===== src/ppmi_pkg.sv =====
`timescale 1ns / 1ps

package ppmi_pkg;

    localparam int COORD_BITS_DEF = 16;
    localparam int TIME_BITS_DEF  = 32;

    localparam int MODE_BITS     = 3;
    localparam int NOW_BITS      = 31;
    localparam int IO_COORD_BITS = 16;
    localparam int SPEED_BITS    = 15;
    localparam int DUR_BITS      = 31;
    localparam int CFG_IDX_BITS  = 2;
    localparam int CFG_DATA_BITS = 31;
    localparam int UPC_BITS      = 5;

    localparam logic [SPEED_BITS-1:0] SPEED_RESET = SPEED_BITS'(1);
    localparam logic [DUR_BITS-1:0]   DUR_RESET   = DUR_BITS'(1000);

    localparam logic [CFG_IDX_BITS-1:0] CFG_MOVE_MODE = 2'd0;
    localparam logic [CFG_IDX_BITS-1:0] CFG_SPEED_X   = 2'd1;
    localparam logic [CFG_IDX_BITS-1:0] CFG_SPEED_Y   = 2'd2;
    localparam logic [CFG_IDX_BITS-1:0] CFG_DURATION  = 2'd3;

    localparam logic MM_SPEED = 1'b0;
    localparam logic MM_TIME  = 1'b1;

    typedef enum logic [MODE_BITS-1:0] {
        CMD_TICK   = 3'd0,
        CMD_TARGET = 3'd1,
        CMD_PAUSE  = 3'd2,
        CMD_RESUME = 3'd3,
        CMD_STOP   = 3'd4,
        CMD_PLACE  = 3'd5
    } t_cmd;

    typedef enum logic [3:0] {
        OP_NOP,
        OP_EMIT,
        OP_LATCH,
        OP_SPEED,
        OP_ARRIVE,
        OP_ELAPSED,
        OP_DIV_INIT,
        OP_DIV_STEP,
        OP_DIV_DONE,
        OP_SNAP,
        OP_ORIGIN,
        OP_SET_TARGET,
        OP_PAUSE,
        OP_RESUME,
        OP_STOP,
        OP_PLACE
    } t_op;

    typedef enum logic [3:0] {
        C_ALWAYS,
        C_OUT_BUSY,
        C_NO_ITEM,
        C_DISPATCH,
        C_AT_GOAL,
        C_TIME_MODE,
        C_FINISHED,
        C_E_GT_D,
        C_D_ZERO,
        C_LOOP
    } t_cond;

    typedef logic [UPC_BITS-1:0] t_upc;

    localparam t_upc U_EMIT   = 5'd0;
    localparam t_upc U_IDLE   = 5'd1;
    localparam t_upc U_DISP   = 5'd2;
    localparam t_upc U_TICK   = 5'd3;
    localparam t_upc U_TSEL   = 5'd4;
    localparam t_upc U_SPEED  = 5'd5;
    localparam t_upc U_ARRIVE = 5'd6;
    localparam t_upc U_TIME   = 5'd7;
    localparam t_upc U_DINIT  = 5'd8;
    localparam t_upc U_DZERO  = 5'd9;
    localparam t_upc U_LOOP   = 5'd10;
    localparam t_upc U_DDONE  = 5'd11;
    localparam t_upc U_SNAP   = 5'd12;
    localparam t_upc U_ORIGIN = 5'd13;
    localparam t_upc U_TARGET = 5'd14;
    localparam t_upc U_PAUSE  = 5'd15;
    localparam t_upc U_RESUME = 5'd16;
    localparam t_upc U_STOP   = 5'd17;
    localparam t_upc U_PLACE  = 5'd18;

    typedef struct packed {
        t_op   op;
        t_cond cond;
        t_upc  target;
        logic  cnt_ld;
        logic  cnt_dec;
    } t_uword;

    typedef struct packed {
        logic out_busy;
        logic at_goal;
        logic time_mode;
        logic finished;
        logic e_gt_d;
        logic d_zero;
        t_cmd cmd;
    } t_flags;

    function automatic t_uword ucode_rom(input t_upc addr);
        ucode_rom = '{OP_NOP, C_ALWAYS, U_IDLE, 1'b0, 1'b0};
        case (addr)
            U_EMIT:   ucode_rom = '{OP_EMIT,       C_OUT_BUSY,  U_EMIT,   1'b0, 1'b0};
            U_IDLE:   ucode_rom = '{OP_LATCH,      C_NO_ITEM,   U_IDLE,   1'b0, 1'b0};
            U_DISP:   ucode_rom = '{OP_NOP,        C_DISPATCH,  U_EMIT,   1'b0, 1'b0};
            U_TICK:   ucode_rom = '{OP_NOP,        C_AT_GOAL,   U_EMIT,   1'b0, 1'b0};
            U_TSEL:   ucode_rom = '{OP_NOP,        C_TIME_MODE, U_TIME,   1'b0, 1'b0};
            U_SPEED:  ucode_rom = '{OP_SPEED,      C_ALWAYS,    U_ARRIVE, 1'b0, 1'b0};
            U_ARRIVE: ucode_rom = '{OP_ARRIVE,     C_ALWAYS,    U_EMIT,   1'b0, 1'b0};
            U_TIME:   ucode_rom = '{OP_ELAPSED,    C_FINISHED,  U_EMIT,   1'b0, 1'b0};
            U_DINIT:  ucode_rom = '{OP_DIV_INIT,   C_E_GT_D,    U_SNAP,   1'b1, 1'b0};
            U_DZERO:  ucode_rom = '{OP_NOP,        C_D_ZERO,    U_ORIGIN, 1'b0, 1'b0};
            U_LOOP:   ucode_rom = '{OP_DIV_STEP,   C_LOOP,      U_LOOP,   1'b0, 1'b1};
            U_DDONE:  ucode_rom = '{OP_DIV_DONE,   C_ALWAYS,    U_ARRIVE, 1'b0, 1'b0};
            U_SNAP:   ucode_rom = '{OP_SNAP,       C_ALWAYS,    U_ARRIVE, 1'b0, 1'b0};
            U_ORIGIN: ucode_rom = '{OP_ORIGIN,     C_ALWAYS,    U_ARRIVE, 1'b0, 1'b0};
            U_TARGET: ucode_rom = '{OP_SET_TARGET, C_ALWAYS,    U_EMIT,   1'b0, 1'b0};
            U_PAUSE:  ucode_rom = '{OP_PAUSE,      C_ALWAYS,    U_EMIT,   1'b0, 1'b0};
            U_RESUME: ucode_rom = '{OP_RESUME,     C_ALWAYS,    U_EMIT,   1'b0, 1'b0};
            U_STOP:   ucode_rom = '{OP_STOP,       C_ALWAYS,    U_EMIT,   1'b0, 1'b0};
            U_PLACE:  ucode_rom = '{OP_PLACE,      C_ALWAYS,    U_EMIT,   1'b0, 1'b0};
            default:  ucode_rom = '{OP_NOP,        C_ALWAYS,    U_IDLE,   1'b0, 1'b0};
        endcase
    endfunction

    function automatic t_upc dispatch(input t_cmd cmd);
        case (cmd)
            CMD_TICK:   dispatch = U_TICK;
            CMD_TARGET: dispatch = U_TARGET;
            CMD_PAUSE:  dispatch = U_PAUSE;
            CMD_RESUME: dispatch = U_RESUME;
            CMD_STOP:   dispatch = U_STOP;
            CMD_PLACE:  dispatch = U_PLACE;
            default:    dispatch = U_EMIT;
        endcase
    endfunction

endpackage


===== src/point_to_point_motion_interpolator.sv =====
`timescale 1ns / 1ps

// Moves a 2D point toward a target under a small microcoded sequencer. Items are
// taken one at a time. Place, set target, pause, resume and stop each run their
// own step before the result is emitted, and an unused mode goes straight to the
// output step. A tick at the goal, or a timed tick after the motion has finished,
// goes on to the output step; a fixed-speed tick takes a speed step; a fixed-time
// tick snaps to the target, returns to the origin with a zero duration, or else runs
// the interpolation loop, which feeds one bit of the axis distance per cycle through one
// multiply-divide lane per axis. A result waiting in the output register holds the
// block at its final step until taken.

module point_to_point_motion_interpolator
    import ppmi_pkg::*;
#(
    parameter int COORD_BITS = COORD_BITS_DEF,
    parameter int TIME_BITS  = TIME_BITS_DEF
) (
    input  logic                            i_clk,
    input  logic                            i_rst_n,
    input  logic                            i_valid,
    output logic                            o_stall,
    input  logic        [MODE_BITS-1:0]     i_mode,
    input  logic        [NOW_BITS-1:0]      i_now_ms,
    input  logic signed [IO_COORD_BITS-1:0] i_coord_x,
    input  logic signed [IO_COORD_BITS-1:0] i_coord_y,
    output logic                            o_valid,
    input  logic                            i_stall,
    output logic signed [IO_COORD_BITS-1:0] o_pos_x,
    output logic signed [IO_COORD_BITS-1:0] o_pos_y,
    output logic                            o_at_target,
    output logic                            o_arrived,
    input  logic                            i_cfg_we,
    input  logic        [CFG_IDX_BITS-1:0]  i_cfg_index,
    input  logic        [CFG_DATA_BITS-1:0] i_cfg_data
);

    t_op    op;
    t_flags flags;
    logic   idle;
    logic   accept;

    assign o_stall = !idle;
    assign accept  = i_valid && idle;

    ppmi_useq #(
        .COORD_BITS(COORD_BITS)
    ) u_useq (
        .i_clk    (i_clk),
        .i_rst_n  (i_rst_n),
        .i_accept (accept),
        .i_flags  (flags),
        .o_op     (op),
        .o_idle   (idle)
    );

    ppmi_dp #(
        .COORD_BITS(COORD_BITS),
        .TIME_BITS (TIME_BITS)
    ) u_dp (
        .i_clk       (i_clk),
        .i_rst_n     (i_rst_n),
        .i_op        (op),
        .i_accept    (accept),
        .i_mode      (i_mode),
        .i_now_ms    (i_now_ms),
        .i_coord_x   (i_coord_x),
        .i_coord_y   (i_coord_y),
        .i_cfg_we    (i_cfg_we),
        .i_cfg_index (i_cfg_index),
        .i_cfg_data  (i_cfg_data),
        .i_out_stall (i_stall),
        .o_flags     (flags),
        .o_valid     (o_valid),
        .o_pos_x     (o_pos_x),
        .o_pos_y     (o_pos_y),
        .o_at_target (o_at_target),
        .o_arrived   (o_arrived)
    );

endmodule


===== src/ppmi_muldiv.sv =====
`timescale 1ns / 1ps

module ppmi_muldiv
    import ppmi_pkg::*;
#(
    parameter int COORD_BITS = COORD_BITS_DEF
) (
    input  logic                         i_clk,
    input  logic                         i_init,
    input  logic                         i_step,
    input  logic signed [COORD_BITS-1:0] i_origin,
    input  logic signed [COORD_BITS-1:0] i_goal,
    input  logic        [DUR_BITS-1:0]   i_elapsed,
    input  logic        [DUR_BITS-1:0]   i_dur,
    output logic signed [COORD_BITS-1:0] o_value
);

    localparam int MW = COORD_BITS + 1;
    localparam int RW = DUR_BITS + 2;
    localparam int VW = COORD_BITS + 2;

    logic        [MW-1:0]         r_mag;
    logic                         r_neg;
    logic        [RW-1:0]         r_rem;
    logic        [MW-1:0]         r_q;
    logic signed [COORD_BITS-1:0] r_origin;

    logic signed [MW-1:0] diff;
    logic        [RW-1:0] rem2;
    logic        [RW-1:0] rem_next;
    logic        [1:0]    digit;
    logic signed [VW-1:0] qs;
    logic signed [VW-1:0] v;
    logic signed [VW-1:0] v_fix;
    logic                 rnz;

    // Each step feeds one bit of |goal - origin| into a running remainder, so the
    // quotient of elapsed * |delta| / duration is built without a wide product.
    always_comb begin
        diff = {i_goal[COORD_BITS-1], i_goal} - {i_origin[COORD_BITS-1], i_origin};
        rem2 = {r_rem[RW-2:0], 1'b0} + (r_mag[MW-1] ? RW'(i_elapsed) : RW'(0));
        if (rem2 >= {1'b0, i_dur, 1'b0}) begin
            rem_next = rem2 - {1'b0, i_dur, 1'b0};
            digit    = 2'd2;
        end else if (rem2 >= RW'(i_dur)) begin
            rem_next = rem2 - RW'(i_dur);
            digit    = 2'd1;
        end else begin
            rem_next = rem2;
            digit    = 2'd0;
        end
    end

    always_ff @(posedge i_clk) begin
        if (i_init) begin
            r_mag    <= diff[MW-1] ? MW'(-diff) : MW'(diff);
            r_neg    <= diff[MW-1];
            r_rem    <= '0;
            r_q      <= '0;
            r_origin <= i_origin;
        end else if (i_step) begin
            r_mag <= {r_mag[MW-2:0], 1'b0};
            r_rem <= rem_next;
            r_q   <= {r_q[MW-2:0], 1'b0} + MW'(digit);
        end
    end

    always_comb begin
        qs    = r_neg ? -signed'({1'b0, r_q}) : signed'({1'b0, r_q});
        v     = {r_origin[COORD_BITS-1], r_origin[COORD_BITS-1], r_origin} + qs;
        rnz   = |r_rem;
        v_fix = v;
        if (rnz && !r_neg && v[VW-1]) begin
            v_fix = v + VW'(1);
        end else if (rnz && r_neg && !v[VW-1] && (|v)) begin
            v_fix = v - VW'(1);
        end
    end

    assign o_value = v_fix[COORD_BITS-1:0];

endmodule


===== src/ppmi_dp.sv =====
`timescale 1ns / 1ps

module ppmi_dp
    import ppmi_pkg::*;
#(
    parameter int COORD_BITS = COORD_BITS_DEF,
    parameter int TIME_BITS  = TIME_BITS_DEF
) (
    input  logic                            i_clk,
    input  logic                            i_rst_n,
    input  t_op                             i_op,
    input  logic                            i_accept,
    input  logic        [MODE_BITS-1:0]     i_mode,
    input  logic        [NOW_BITS-1:0]      i_now_ms,
    input  logic signed [IO_COORD_BITS-1:0] i_coord_x,
    input  logic signed [IO_COORD_BITS-1:0] i_coord_y,
    input  logic                            i_cfg_we,
    input  logic        [CFG_IDX_BITS-1:0]  i_cfg_index,
    input  logic        [CFG_DATA_BITS-1:0] i_cfg_data,
    input  logic                            i_out_stall,
    output t_flags                          o_flags,
    output logic                            o_valid,
    output logic signed [IO_COORD_BITS-1:0] o_pos_x,
    output logic signed [IO_COORD_BITS-1:0] o_pos_y,
    output logic                            o_at_target,
    output logic                            o_arrived
);

    localparam int CB = COORD_BITS;
    localparam int TB = TIME_BITS;
    localparam int EW = (TB > DUR_BITS) ? TB : DUR_BITS;
    localparam int SW = ((CB > SPEED_BITS) ? CB : SPEED_BITS) + 2;

    logic                  r_move_mode;
    logic [SPEED_BITS-1:0] r_speed_x;
    logic [SPEED_BITS-1:0] r_speed_y;
    logic [DUR_BITS-1:0]   r_dur;

    t_cmd                 r_cmd;
    logic        [TB-1:0] r_now;
    logic signed [CB-1:0] r_cx;
    logic signed [CB-1:0] r_cy;

    logic signed [CB-1:0] r_px, n_px;
    logic signed [CB-1:0] r_py, n_py;
    logic signed [CB-1:0] r_gx, n_gx;
    logic signed [CB-1:0] r_gy, n_gy;
    logic signed [CB-1:0] r_ox, n_ox;
    logic signed [CB-1:0] r_oy, n_oy;
    logic        [TB-1:0] r_start, n_start;
    logic        [TB-1:0] r_sleep, n_sleep;
    logic                 r_finished, n_finished;
    logic        [TB-1:0] r_elapsed, n_elapsed;
    logic                 r_arrived, n_arrived;

    logic                            r_o_valid, n_o_valid;
    logic signed [IO_COORD_BITS-1:0] r_o_px, n_o_px;
    logic signed [IO_COORD_BITS-1:0] r_o_py, n_o_py;
    logic                            r_o_at, n_o_at;
    logic                            r_o_arr, n_o_arr;

    logic        [TB-1:0] diff_t;
    logic                 at_goal;
    logic                 out_busy;
    logic signed [CB-1:0] lane_x;
    logic signed [CB-1:0] lane_y;

    function automatic logic signed [CB-1:0] speed_axis(
        input logic signed [CB-1:0]   p,
        input logic signed [CB-1:0]   g,
        input logic [SPEED_BITS-1:0]  sp
    );
        logic signed [SW-1:0] dd;
        logic signed [SW-1:0] spw;
        logic signed [SW-1:0] res;
        dd  = SW'(g) - SW'(p);
        spw = SW'({1'b0, sp});
        if (dd > 0) begin
            res = (dd < spw) ? SW'(g) : SW'(p) + spw;
        end else begin
            res = (dd > -spw) ? SW'(g) : SW'(p) - spw;
        end
        speed_axis = res[CB-1:0];
    endfunction

    ppmi_muldiv #(
        .COORD_BITS(CB)
    ) u_lane_x (
        .i_clk     (i_clk),
        .i_init    (i_op == OP_DIV_INIT),
        .i_step    (i_op == OP_DIV_STEP),
        .i_origin  (r_ox),
        .i_goal    (r_gx),
        .i_elapsed (DUR_BITS'(r_elapsed)),
        .i_dur     (r_dur),
        .o_value   (lane_x)
    );

    ppmi_muldiv #(
        .COORD_BITS(CB)
    ) u_lane_y (
        .i_clk     (i_clk),
        .i_init    (i_op == OP_DIV_INIT),
        .i_step    (i_op == OP_DIV_STEP),
        .i_origin  (r_oy),
        .i_goal    (r_gy),
        .i_elapsed (DUR_BITS'(r_elapsed)),
        .i_dur     (r_dur),
        .o_value   (lane_y)
    );

    assign at_goal  = (r_px == r_gx) && (r_py == r_gy);
    assign out_busy = r_o_valid && i_out_stall;
    assign diff_t   = r_now - r_start;

    always_comb begin
        o_flags.out_busy  = out_busy;
        o_flags.at_goal   = at_goal;
        o_flags.time_mode = (r_move_mode == MM_TIME);
        o_flags.finished  = r_finished;
        o_flags.e_gt_d    = EW'(r_elapsed) > EW'(r_dur);
        o_flags.d_zero    = (r_dur == '0);
        o_flags.cmd       = r_cmd;
    end

    always_comb begin
        n_px       = r_px;
        n_py       = r_py;
        n_gx       = r_gx;
        n_gy       = r_gy;
        n_ox       = r_ox;
        n_oy       = r_oy;
        n_start    = r_start;
        n_sleep    = r_sleep;
        n_finished = r_finished;
        n_elapsed  = r_elapsed;
        n_arrived  = r_arrived;
        n_o_valid  = r_o_valid && i_out_stall;
        n_o_px     = r_o_px;
        n_o_py     = r_o_py;
        n_o_at     = r_o_at;
        n_o_arr    = r_o_arr;
        case (i_op)
            OP_LATCH: begin
                n_arrived = 1'b0;
            end
            OP_SPEED: begin
                n_px = speed_axis(r_px, r_gx, r_speed_x);
                n_py = speed_axis(r_py, r_gy, r_speed_y);
            end
            OP_ARRIVE: begin
                n_arrived = at_goal;
            end
            OP_ELAPSED: begin
                n_elapsed = diff_t[TB-1] ? '0 : diff_t;
            end
            OP_DIV_DONE: begin
                n_px = lane_x;
                n_py = lane_y;
            end
            OP_SNAP: begin
                n_px       = r_gx;
                n_py       = r_gy;
                n_finished = 1'b1;
            end
            OP_ORIGIN: begin
                n_px = r_ox;
                n_py = r_oy;
            end
            OP_SET_TARGET: begin
                n_gx       = r_cx;
                n_gy       = r_cy;
                n_ox       = r_px;
                n_oy       = r_py;
                n_start    = r_now;
                n_finished = 1'b0;
            end
            OP_PAUSE: begin
                n_sleep = r_now;
            end
            OP_RESUME: begin
                if (!r_finished && (r_sleep != '0)) begin
                    n_start = r_start + r_now - r_sleep;
                end
            end
            OP_STOP: begin
                n_gx = r_px;
                n_gy = r_py;
            end
            OP_PLACE: begin
                n_px = r_cx;
                n_py = r_cy;
            end
            OP_EMIT: begin
                if (!out_busy) begin
                    n_o_valid = 1'b1;
                    n_o_px    = IO_COORD_BITS'(r_px);
                    n_o_py    = IO_COORD_BITS'(r_py);
                    n_o_at    = at_goal;
                    n_o_arr   = r_arrived;
                end
            end
            default: begin
            end
        endcase
    end

    always_ff @(posedge i_clk) begin
        if (!i_rst_n) begin
            r_move_mode <= MM_TIME;
            r_speed_x   <= SPEED_RESET;
            r_speed_y   <= SPEED_RESET;
            r_dur       <= DUR_RESET;
        end else if (i_cfg_we) begin
            case (i_cfg_index)
                CFG_MOVE_MODE: r_move_mode <= i_cfg_data[0];
                CFG_SPEED_X:   r_speed_x   <= i_cfg_data[SPEED_BITS-1:0];
                CFG_SPEED_Y:   r_speed_y   <= i_cfg_data[SPEED_BITS-1:0];
                CFG_DURATION:  r_dur       <= i_cfg_data[DUR_BITS-1:0];
                default: begin
                end
            endcase
        end
    end

    always_ff @(posedge i_clk) begin
        if ((i_op == OP_LATCH) && i_accept) begin
            r_cmd <= t_cmd'(i_mode);
            r_now <= TB'(i_now_ms);
            r_cx  <= CB'(i_coord_x);
            r_cy  <= CB'(i_coord_y);
        end
        r_elapsed <= n_elapsed;
        r_arrived <= n_arrived;
        r_o_px    <= n_o_px;
        r_o_py    <= n_o_py;
        r_o_at    <= n_o_at;
        r_o_arr   <= n_o_arr;
    end

    always_ff @(posedge i_clk) begin
        if (!i_rst_n) begin
            r_px       <= '0;
            r_py       <= '0;
            r_gx       <= '0;
            r_gy       <= '0;
            r_ox       <= '0;
            r_oy       <= '0;
            r_start    <= '0;
            r_sleep    <= '0;
            r_finished <= 1'b0;
            r_o_valid  <= 1'b0;
        end else begin
            r_px       <= n_px;
            r_py       <= n_py;
            r_gx       <= n_gx;
            r_gy       <= n_gy;
            r_ox       <= n_ox;
            r_oy       <= n_oy;
            r_start    <= n_start;
            r_sleep    <= n_sleep;
            r_finished <= n_finished;
            r_o_valid  <= n_o_valid;
        end
    end

    assign o_valid     = r_o_valid;
    assign o_pos_x     = r_o_px;
    assign o_pos_y     = r_o_py;
    assign o_at_target = r_o_at;
    assign o_arrived   = r_o_arr;

endmodule


===== src/ppmi_useq.sv =====
`timescale 1ns / 1ps

module ppmi_useq
    import ppmi_pkg::*;
#(
    parameter int COORD_BITS = COORD_BITS_DEF
) (
    input  logic   i_clk,
    input  logic   i_rst_n,
    input  logic   i_accept,
    input  t_flags i_flags,
    output t_op    o_op,
    output logic   o_idle
);

    localparam int CNTW = $clog2(COORD_BITS + 2);

    t_upc            r_upc, n_upc;
    logic [CNTW-1:0] r_cnt, n_cnt;

    t_uword w;
    logic   take;
    t_upc   dest;

    always_comb begin
        w    = ucode_rom(r_upc);
        dest = w.target;
        case (w.cond)
            C_ALWAYS:    take = 1'b1;
            C_OUT_BUSY:  take = i_flags.out_busy;
            C_NO_ITEM:   take = !i_accept;
            C_DISPATCH: begin
                take = 1'b1;
                dest = dispatch(i_flags.cmd);
            end
            C_AT_GOAL:   take = i_flags.at_goal;
            C_TIME_MODE: take = i_flags.time_mode;
            C_FINISHED:  take = i_flags.finished;
            C_E_GT_D:    take = i_flags.e_gt_d;
            C_D_ZERO:    take = i_flags.d_zero;
            C_LOOP:      take = (r_cnt != CNTW'(1));
            default:     take = 1'b0;
        endcase
        n_upc = take ? dest : r_upc + 1'b1;
        n_cnt = r_cnt;
        if (w.cnt_ld) begin
            n_cnt = CNTW'(COORD_BITS + 1);
        end else if (w.cnt_dec) begin
            n_cnt = r_cnt - 1'b1;
        end
    end

    always_ff @(posedge i_clk) begin
        if (!i_rst_n) begin
            r_upc <= U_IDLE;
            r_cnt <= '0;
        end else begin
            r_upc <= n_upc;
            r_cnt <= n_cnt;
        end
    end

    assign o_op   = w.op;
    assign o_idle = (r_upc == U_IDLE);

endmodule


===== config.mk =====
export PLATFORM = sky130hd
export DESIGN_NAME = point_to_point_motion_interpolator
export DESIGN_NICKNAME = d
export VERILOG_FILES = /design/src/ppmi_pkg.sv /design/src/point_to_point_motion_interpolator.sv /design/src/ppmi_muldiv.sv /design/src/ppmi_dp.sv /design/src/ppmi_useq.sv
export SDC_FILE = /design/constraint.sdc
export NUM_CORES = 2
export LEC_CHECK = 0
export BUFFER_PORTS_ARGS = -buffer_cell sky130_fd_sc_hd__buf_2
export CORE_AREA = 2 2 410 412
export DETAILED_ROUTE_END_ITERATION = 10
export DIE_AREA = 0 0 412 414
export HOLD_SLACK_MARGIN = 0.02
export PLACE_DENSITY = 0.51
export SYNTH_ARGS = -nofsm -noshare
export SYNTH_HDL_FRONTEND = slang
export SYNTH_SLANG_ARGS = --single-unit
export TNS_END_PERCENT = 20

===== constraint.sdc =====
create_clock -name i_clk -period 9.3 [get_ports i_clk]
set_input_delay 0.465 -clock i_clk [delete_from_list [all_inputs] [get_ports i_clk]]
set_output_delay 0.465 -clock i_clk [all_outputs]
set_load 0.005 [all_outputs]

-- Word-level counts from Yosys, hierarchy flattened
Memories as Yosys holds them, arrays and structs flattened. A register that Yosys moved wholly into a read port is not among the register bits.
Cells that the tools add are included.
- divide/modulo/power cells: 0
- muxes and demuxes: 44
- add/sub/neg operators: 33
- $lt $le $gt $ge: 11
- reductions and logical operators: 46
- bitwise logic cells: 2
- multiply operators: 0
- shift-type cells: 0
- eq/ne operators: 37
- operators by type and width (operator ; number):
    16-bit two-way mux ; 10
    16-bit case mux with 5 select lines ; 2
    33-bit two-way mux ; 4
    17-bit two-way mux ; 6
    16-bit by 16-bit subtractor with 17-bit output ; 4
    33-bit by 31-bit adder with 33-bit output ; 2
    33-bit by 31-bit greater-or-equal comparator with 1-bit output ; 2
    33-bit by 32-bit greater-or-equal comparator with 1-bit output ; 2
    33-bit OR reduction ; 2
    33-bit by 31-bit subtractor with 33-bit output ; 2
    33-bit by 32-bit subtractor with 33-bit output ; 2
    16-bit case mux with 2 select lines ; 2
    32-bit case mux with 2 select lines ; 1
    31-bit two-way mux ; 2
    4-bit == test, second input constant ; 10
    18-bit adder ; 2
    17-bit by 18-bit greater-than comparator with 1-bit output ; 2
    18-bit two-way mux ; 2
    15-bit negator with 18-bit output ; 2
    17-bit negator with 18-bit output ; 2
    18-bit OR reduction ; 2
    17-bit by 2-bit adder with 17-bit output ; 2
    17-bit by 1-bit greater-than comparator with 1-bit output, second input constant ; 2
    17-bit by 16-bit less-than comparator with 1-bit output ; 2
    other kinds (42) ; 102
- output and inout port bits: 36
- word-level logic and storage cells: 212
- register bits: 534
- RAM bits: 0
- latch bits: 0
- bits in read-only memories: 448
- memories kept: 1
- memories (memory ; depth ; width ; read ports ; clocked after memory_dff ; wr ports ; RTL line ; text):
    (no name shown) ; 32 ; 14 ; 1 ; 1 ; 0 ; ppmi_pkg.sv:111 ; case (addr)

-- Depth between registers and ports, before layout
- depth after elaboration: 9
- gate-level depth with buffers: 32
- depth with buffers taken out: 30

-- By module
Synthesis repeated with hierarchy kept, for this count alone.
- cell total of the unflattened synthesis: 6350
- area, all modules: 50616.0 um2
- by module, submodules not included (module ; cells each ; area an instance (um2) ; times used):
    ppmi_dp ; 3024 ; 25336.8 ; 1
    ppmi_muldiv at u_dp.u_lane_y ; 1592 ; 12056.6 ; 1
    ppmi_muldiv at u_dp.u_lane_x ; 1578 ; 11802.6 ; 1
    ppmi_useq ; 154 ; 1410.1 ; 1
    point_to_point_motion_interpolator ; 2 ; 10.0 ; 1

-- Worst setup path after synthesis
No wires, ideal clock.
- path type: reg-to-reg
- start point: reg u_useq.r_upc[0]
- end point: reg u_dp.r_cmd[0], enable pin
- cell stages (with the launch flop): 5
- setup slack: 985 ps
- clock period less this slack: 8315 ps
- data arrival time: 7662 ps
- cell sequence: dfxtp_1 ha_1 or4b_2 or2_2 nor4_1
- longest elaborated chain between the ends: 3
- ends and longest elaborated chain (what ; RTL line ; text):
    from (decl) ; ppmi_useq.sv:18 ; t_upc r_upc, n_upc;
    from (signal assigned) ; ppmi_useq.sv:58 ; r_upc <= n_upc;
    5-bit by 1-bit == test with 1-bit output ; ppmi_useq.sv:64 ; assign o_idle = (r_upc == U_IDLE);
    1-bit logical AND ; point_to_point_motion_interpolator.sv:44 ; assign accept = i_valid && idle;
    1-bit logical AND ; ppmi_dp.sv:227 ; if ((i_op == OP_LATCH) && i_accept) begin
    to (signal assigned) ; ppmi_dp.sv:228 ; r_cmd <= t_cmd'(i_mode);
    to (decl) ; ppmi_dp.sv:39 ; t_cmd r_cmd;
No other way between the ends.
A chain may end at the register's enable or synchronous reset.

-- Final worst setup path
- start point: reg u_dp.u_lane_x.r_mag[16]
- end point: reg u_dp.u_lane_x.r_rem[1]
- longest elaborated chain between the ends: 5
- elaborated cells between the ends (all ways): 8
- those cells by class: add/sub: 3; order compare: 2; mux: 3
- ends and longest elaborated chain (what ; RTL line ; text):
    from (decl) ; ppmi_muldiv.sv:22 ; logic [MW-1:0] r_mag;
    from (signal assigned) ; ppmi_muldiv.sv:56 ; r_mag <= diff[MW-1] ? MW'(-diff) : MW'(diff);
    from (signal assigned) ; ppmi_muldiv.sv:62 ; r_mag <= {r_mag[MW-2:0], 1'b0};
    31-bit two-way mux (*) ; ppmi_muldiv.sv:41 ; rem2 = {r_rem[RW-2:0], 1'b0} + (r_mag[MW-1] ? RW'(i_elapsed) : RW'(0));
    33-bit by 31-bit adder with 33-bit output (*) ; ppmi_muldiv.sv:41 ;
    33-bit by 31-bit subtractor with 33-bit output / 33-bit by 31-bit greater-or-equal comparator with 1-bit output (equally long branches) ; ppmi_muldiv.sv:46, ppmi_muldiv.sv:45 ;
    33-bit two-way mux ; ppmi_muldiv.sv:45 ; end else if (rem2 >= RW'(i_dur)) begin
    33-bit two-way mux (*) ; ppmi_muldiv.sv:42 ; if (rem2 >= {1'b0, i_dur, 1'b0}) begin
    to (signal assigned) ; ppmi_muldiv.sv:63 ; r_rem <= rem_next;
    to (decl) ; ppmi_muldiv.sv:24 ; logic [RW-1:0] r_rem;
Mark *: on every way between the ends. The rest lies on a longest branch, timed or not.

==> impl_metrics.ini <==
[place]
dp_cells = 8311
gp_congestion = 0.944
portBuffers = 139
dp_hpwl_um = 142000

[job]
maxCapViolCount = 0

[die]
dieArea_mm2 = 0.171
ioPinCount = 140
die_w_um = 412
die_h_um = 414
core-area_mm2 = 0.166
rows = 150
initial_utilization_pct = 29.8

[grt]
gr-total-overflow = 0
antenna_found_initial = 7
grt_pass1_vias = 44228
grt_pass1_wl_um = 276000
grt_max_degree = 81
grt.total_usage_pct = 20.8

[clocking]
cts_sinks = 547
cts_tree = yes
clockBufferDepth = 3
cts_resized = 0
post_cts_buffers = 0
path_clk_slew_ns = 0.06
insertion_delay_ns = 0.70
htree_levels = 3
numCtsBuffers = 71
clockRootBuffer = clkbuf_16

[synth]
syn_area_per_cell_um2 = 8.03
yosys_warnings = 0
yosysSeqAreaShare_pct = 26.1
synthArstFlopShare_pct = 0
synth_nets = 6853
synth_seq_cells = 547
synthFlopType = dfxtp_1
synth_cells = 6175
synth_edf_count = 200
synth_cell_type_count = 90
syn_area_mm2 = 0.0496

[detailed_routing]
highest_layer = met5
viasPerCell = 5.53
wl_met1_um = 87400
met3_length_um = 10500
wire_per_inst_um = 21.6
routed_wl_um = 184000
vias = 47105
drc = 0
met2_length_um = 79500
drtPass1Iterations = 6
ant_nets = 0
dr.first_iter.drc_count = 4482

[worst_setup_path]
crit_type = flop to flop
cp_max_fo = 31
required_ns = 9.89
reg2reg_slack_ns = 1.64
startpoint_type = flop
critPathCaptureType = flop
setup.worst_path.start = u_dp.u_lane_x.r_mag[16]
critPathCapture = u_dp.u_lane_x.r_rem[1]
r2r_start = u_dp.u_lane_x.r_mag[16]
rr_endpoint = u_dp.u_lane_x.r_rem[1]
crit_arrival_ns = 8.25
rr_worst_depth = 20

[final_layout]
drive_gt1_share_pct = 6.30
final_nets = 6938
fin_cells = 8523
area_growth_pct = 12.5

[timing]
hold_violations = 0
setup_tns_ns = 0
finalCritPeriodShare_pct = 82.4
clock_skew_ns = 0.0318
period_minus_slack_ns = 7.66
tightestPinTransition_ns = 1.16
timing.slew.headroom_pct = 22.8
maxSlewViolCount = 0
fmax_mhz = 131
setup_viol = 0
rsz0062_at_grt = no

[worst_hold_path]
holdCritPathClass = input pin to flop

[power]
vdd_drop_max_uv = 223
power.leakage_nw = 22.2
power_density_mw_per_mm2 = 384

[outcome]
status = completed
==> cell usage in the layout, fill, tap and decap left out, drive strengths merged, types with 27 or more instances in the layout <==
cell type / netlist / final
o31ai: 42 / 42
o21ai: 332 / 332
dfxtp: 347 / 347
nand2b: 78 / 78
and3: 42 / 42
ha: 526 / 526
xor2: 141 / 141
a21o: 167 / 167
o22ai: 53 / 53
o221ai: 64 / 64
clkbuf: 231 / 90
o21a: 69 / 69
nor2b: 65 / 65
or3: 41 / 41
a211oi: 89 / 89
a31oi: 74 / 74
nor2: 445 / 445
nor3: 191 / 191
or2: 30 / 30
nand2: 621 / 621
a221oi: 63 / 63
buf: 16 / 180
dlygate4sd3: 0 / 80
xnor2: 286 / 286
a21oi: 539 / 539
mux2i: 48 / 48
nand3: 139 / 139
a41oi: 27 / 27
and2: 92 / 92
inv: 432 / 438
fa: 48 / 48
edfxtp: 200 / 200
o211ai: 67 / 67
nand4: 76 / 76
o21bai: 45 / 45
nor4: 69 / 69
clkinv: 4 / 27
==> what timing repair did <==
action / CTS / global route
hold buffers: 80 / 0
endpoints found under the hold margin: 80 / 0
setup endpoints to repair: 0 / 0
==> per-layer routing <==
| metal | vias to the layer above | GRT usage (%) |
|---|---|---|
| met5 | - | 0 |
| met4 | 4 | 7.27 |
| met3 | 258 | 2.63 |
| met2 | 1462 | 31.9 |
| met1 | 22521 | 29.8 |
| li1 | 22860 | - |
==> worst min path at each step <==
stage / from / endpoint / slack (ns) / cells past startpoint
final: i_stall / u_dp.o_valid / 0.14 / 3
after global routing: i_stall / u_dp.o_valid / 0.13 / 3
after CTS: i_stall / u_dp.o_valid / 0.08 / 3
after detailed placement: u_dp.r_arrived / u_dp.o_arrived / 0.44 / 0
after global placement: u_dp.r_arrived / u_dp.o_arrived / 0.44 / 0
after floorplan: u_dp.r_arrived / u_dp.o_arrived / 0.40 / 0
==> power breakdown <==
part | internal, mW | total, mW | switching [mW] | leakage (nW)
clock | 1.78 | 3.01 | 1.23 | 1.22
sequential | 3.00 | 3.66 | 0.664 | 4.67
combinational | 5.72 | 14.7 | 9.00 | 16.3
==> final cells by class <==
class | count | area [µm²]
Tap cell | 2204 | 2760
Antenna cell | 1 | 2.50
Inverter | 436 | 1640
Multi-Input combinational cell | 4944 | 34100
Timing Repair Buffer | 260 | 1800
Sequential cell | 547 | 13000
Fill cell | 17591 | 111000
Clock buffer | 90 | 1980
Clock inverter | 41 | 503
==> worst max-delay path: stages, from the launching register on <==
cell and delay (ns):
edfxtp_1 0.88, and2_1 0.23, ha_1 0.27, a2111oi_0 0.57, o21ai_0 0.30, a31oi_1 0.52
a21oi_1 0.20, nand4_1 0.14, nand2_1 0.09, a21o_1 0.19, a21oi_1 0.17, xnor2_1 0.22
ha_1 0.36, a21o_1 0.19, or4_1 0.47, o22ai_1 0.18, o21a_1 0.23, o21a_1 0.15
o2111a_1 0.89, nand2_1 0.76, o221a_2 0.50
==> synthesized netlist by cell type, types with 53 or more instances <==
cell type | n | area [µm²]
nand2_1 | 621 | 2330
a21oi_1 | 538 | 2690
ha_1 | 526 | 6580
nor2_1 | 445 | 1670
inv_1 | 432 | 1620
dfxtp_1 | 347 | 6950
o21ai_0 | 332 | 1660
xnor2_1 | 286 | 2500
clkbuf_1 | 231 | 867
edfxtp_1 | 200 | 6010
nor3_1 | 191 | 956
a21o_1 | 165 | 1240
xor2_1 | 141 | 1230
nand3_1 | 139 | 696
and2_1 | 90 | 563
a211oi_1 | 89 | 668
nand2b_1 | 78 | 488
nand4_1 | 76 | 475
a31oi_1 | 74 | 463
nor4_1 | 69 | 432
o21a_1 | 69 | 518
o211ai_1 | 67 | 503
nor2b_1 | 65 | 407
o221ai_1 | 64 | 561
a221oi_1 | 61 | 534
o22ai_1 | 53 | 332
==> cell families after synthesis <==
logic type,count (synthesis),share of synthesized area [%]
AOI/OAI and AO/OA,1898,25.4
xor gates and xnor gates,428,7.59
adders and majority gates,574,15.2
buffers and inverters,684,5.24
DFF,547,26.1
muxes,58,1.20
and+or+nand+nor,1986,19.3
==> stage by stage <==
stage | cell area, µm² | power, mW | hold slack, ns | setup slack (ns) | utilization (%)
after floorplan | 49600 | 14.3 | 0.400 | 0.985 | -
after global placement | 52500 | 18.0 | 0.439 | 1.95 | 31.5
after detailed placement | 52500 | 18.1 | 0.436 | 1.85 | 31.5
after CTS | 55700 | 21.2 | 0.0787 | 1.84 | 33.5
after global routing | 55700 | 23.1 | 0.129 | 1.04 | 33.5
final | 55700 | 21.4 | 0.140 | 1.64 | 33.5
==> flip-flops by register name, indices dropped and copies added, names as in the netlist, 17 cells and up <==
register	count
u_dp.r_dur	31
u_dp.r_elapsed	31
u_dp.r_now	31
u_dp.r_sleep	31
u_dp.r_start	32
u_dp.u_lane_x.r_mag	17
u_dp.u_lane_x.r_q	17
u_dp.u_lane_x.r_rem	33
u_dp.u_lane_y.r_mag	17
u_dp.u_lane_y.r_q	17
u_dp.u_lane_y.r_rem	33
Note: power is estimated with default switching activity, not from simulation.
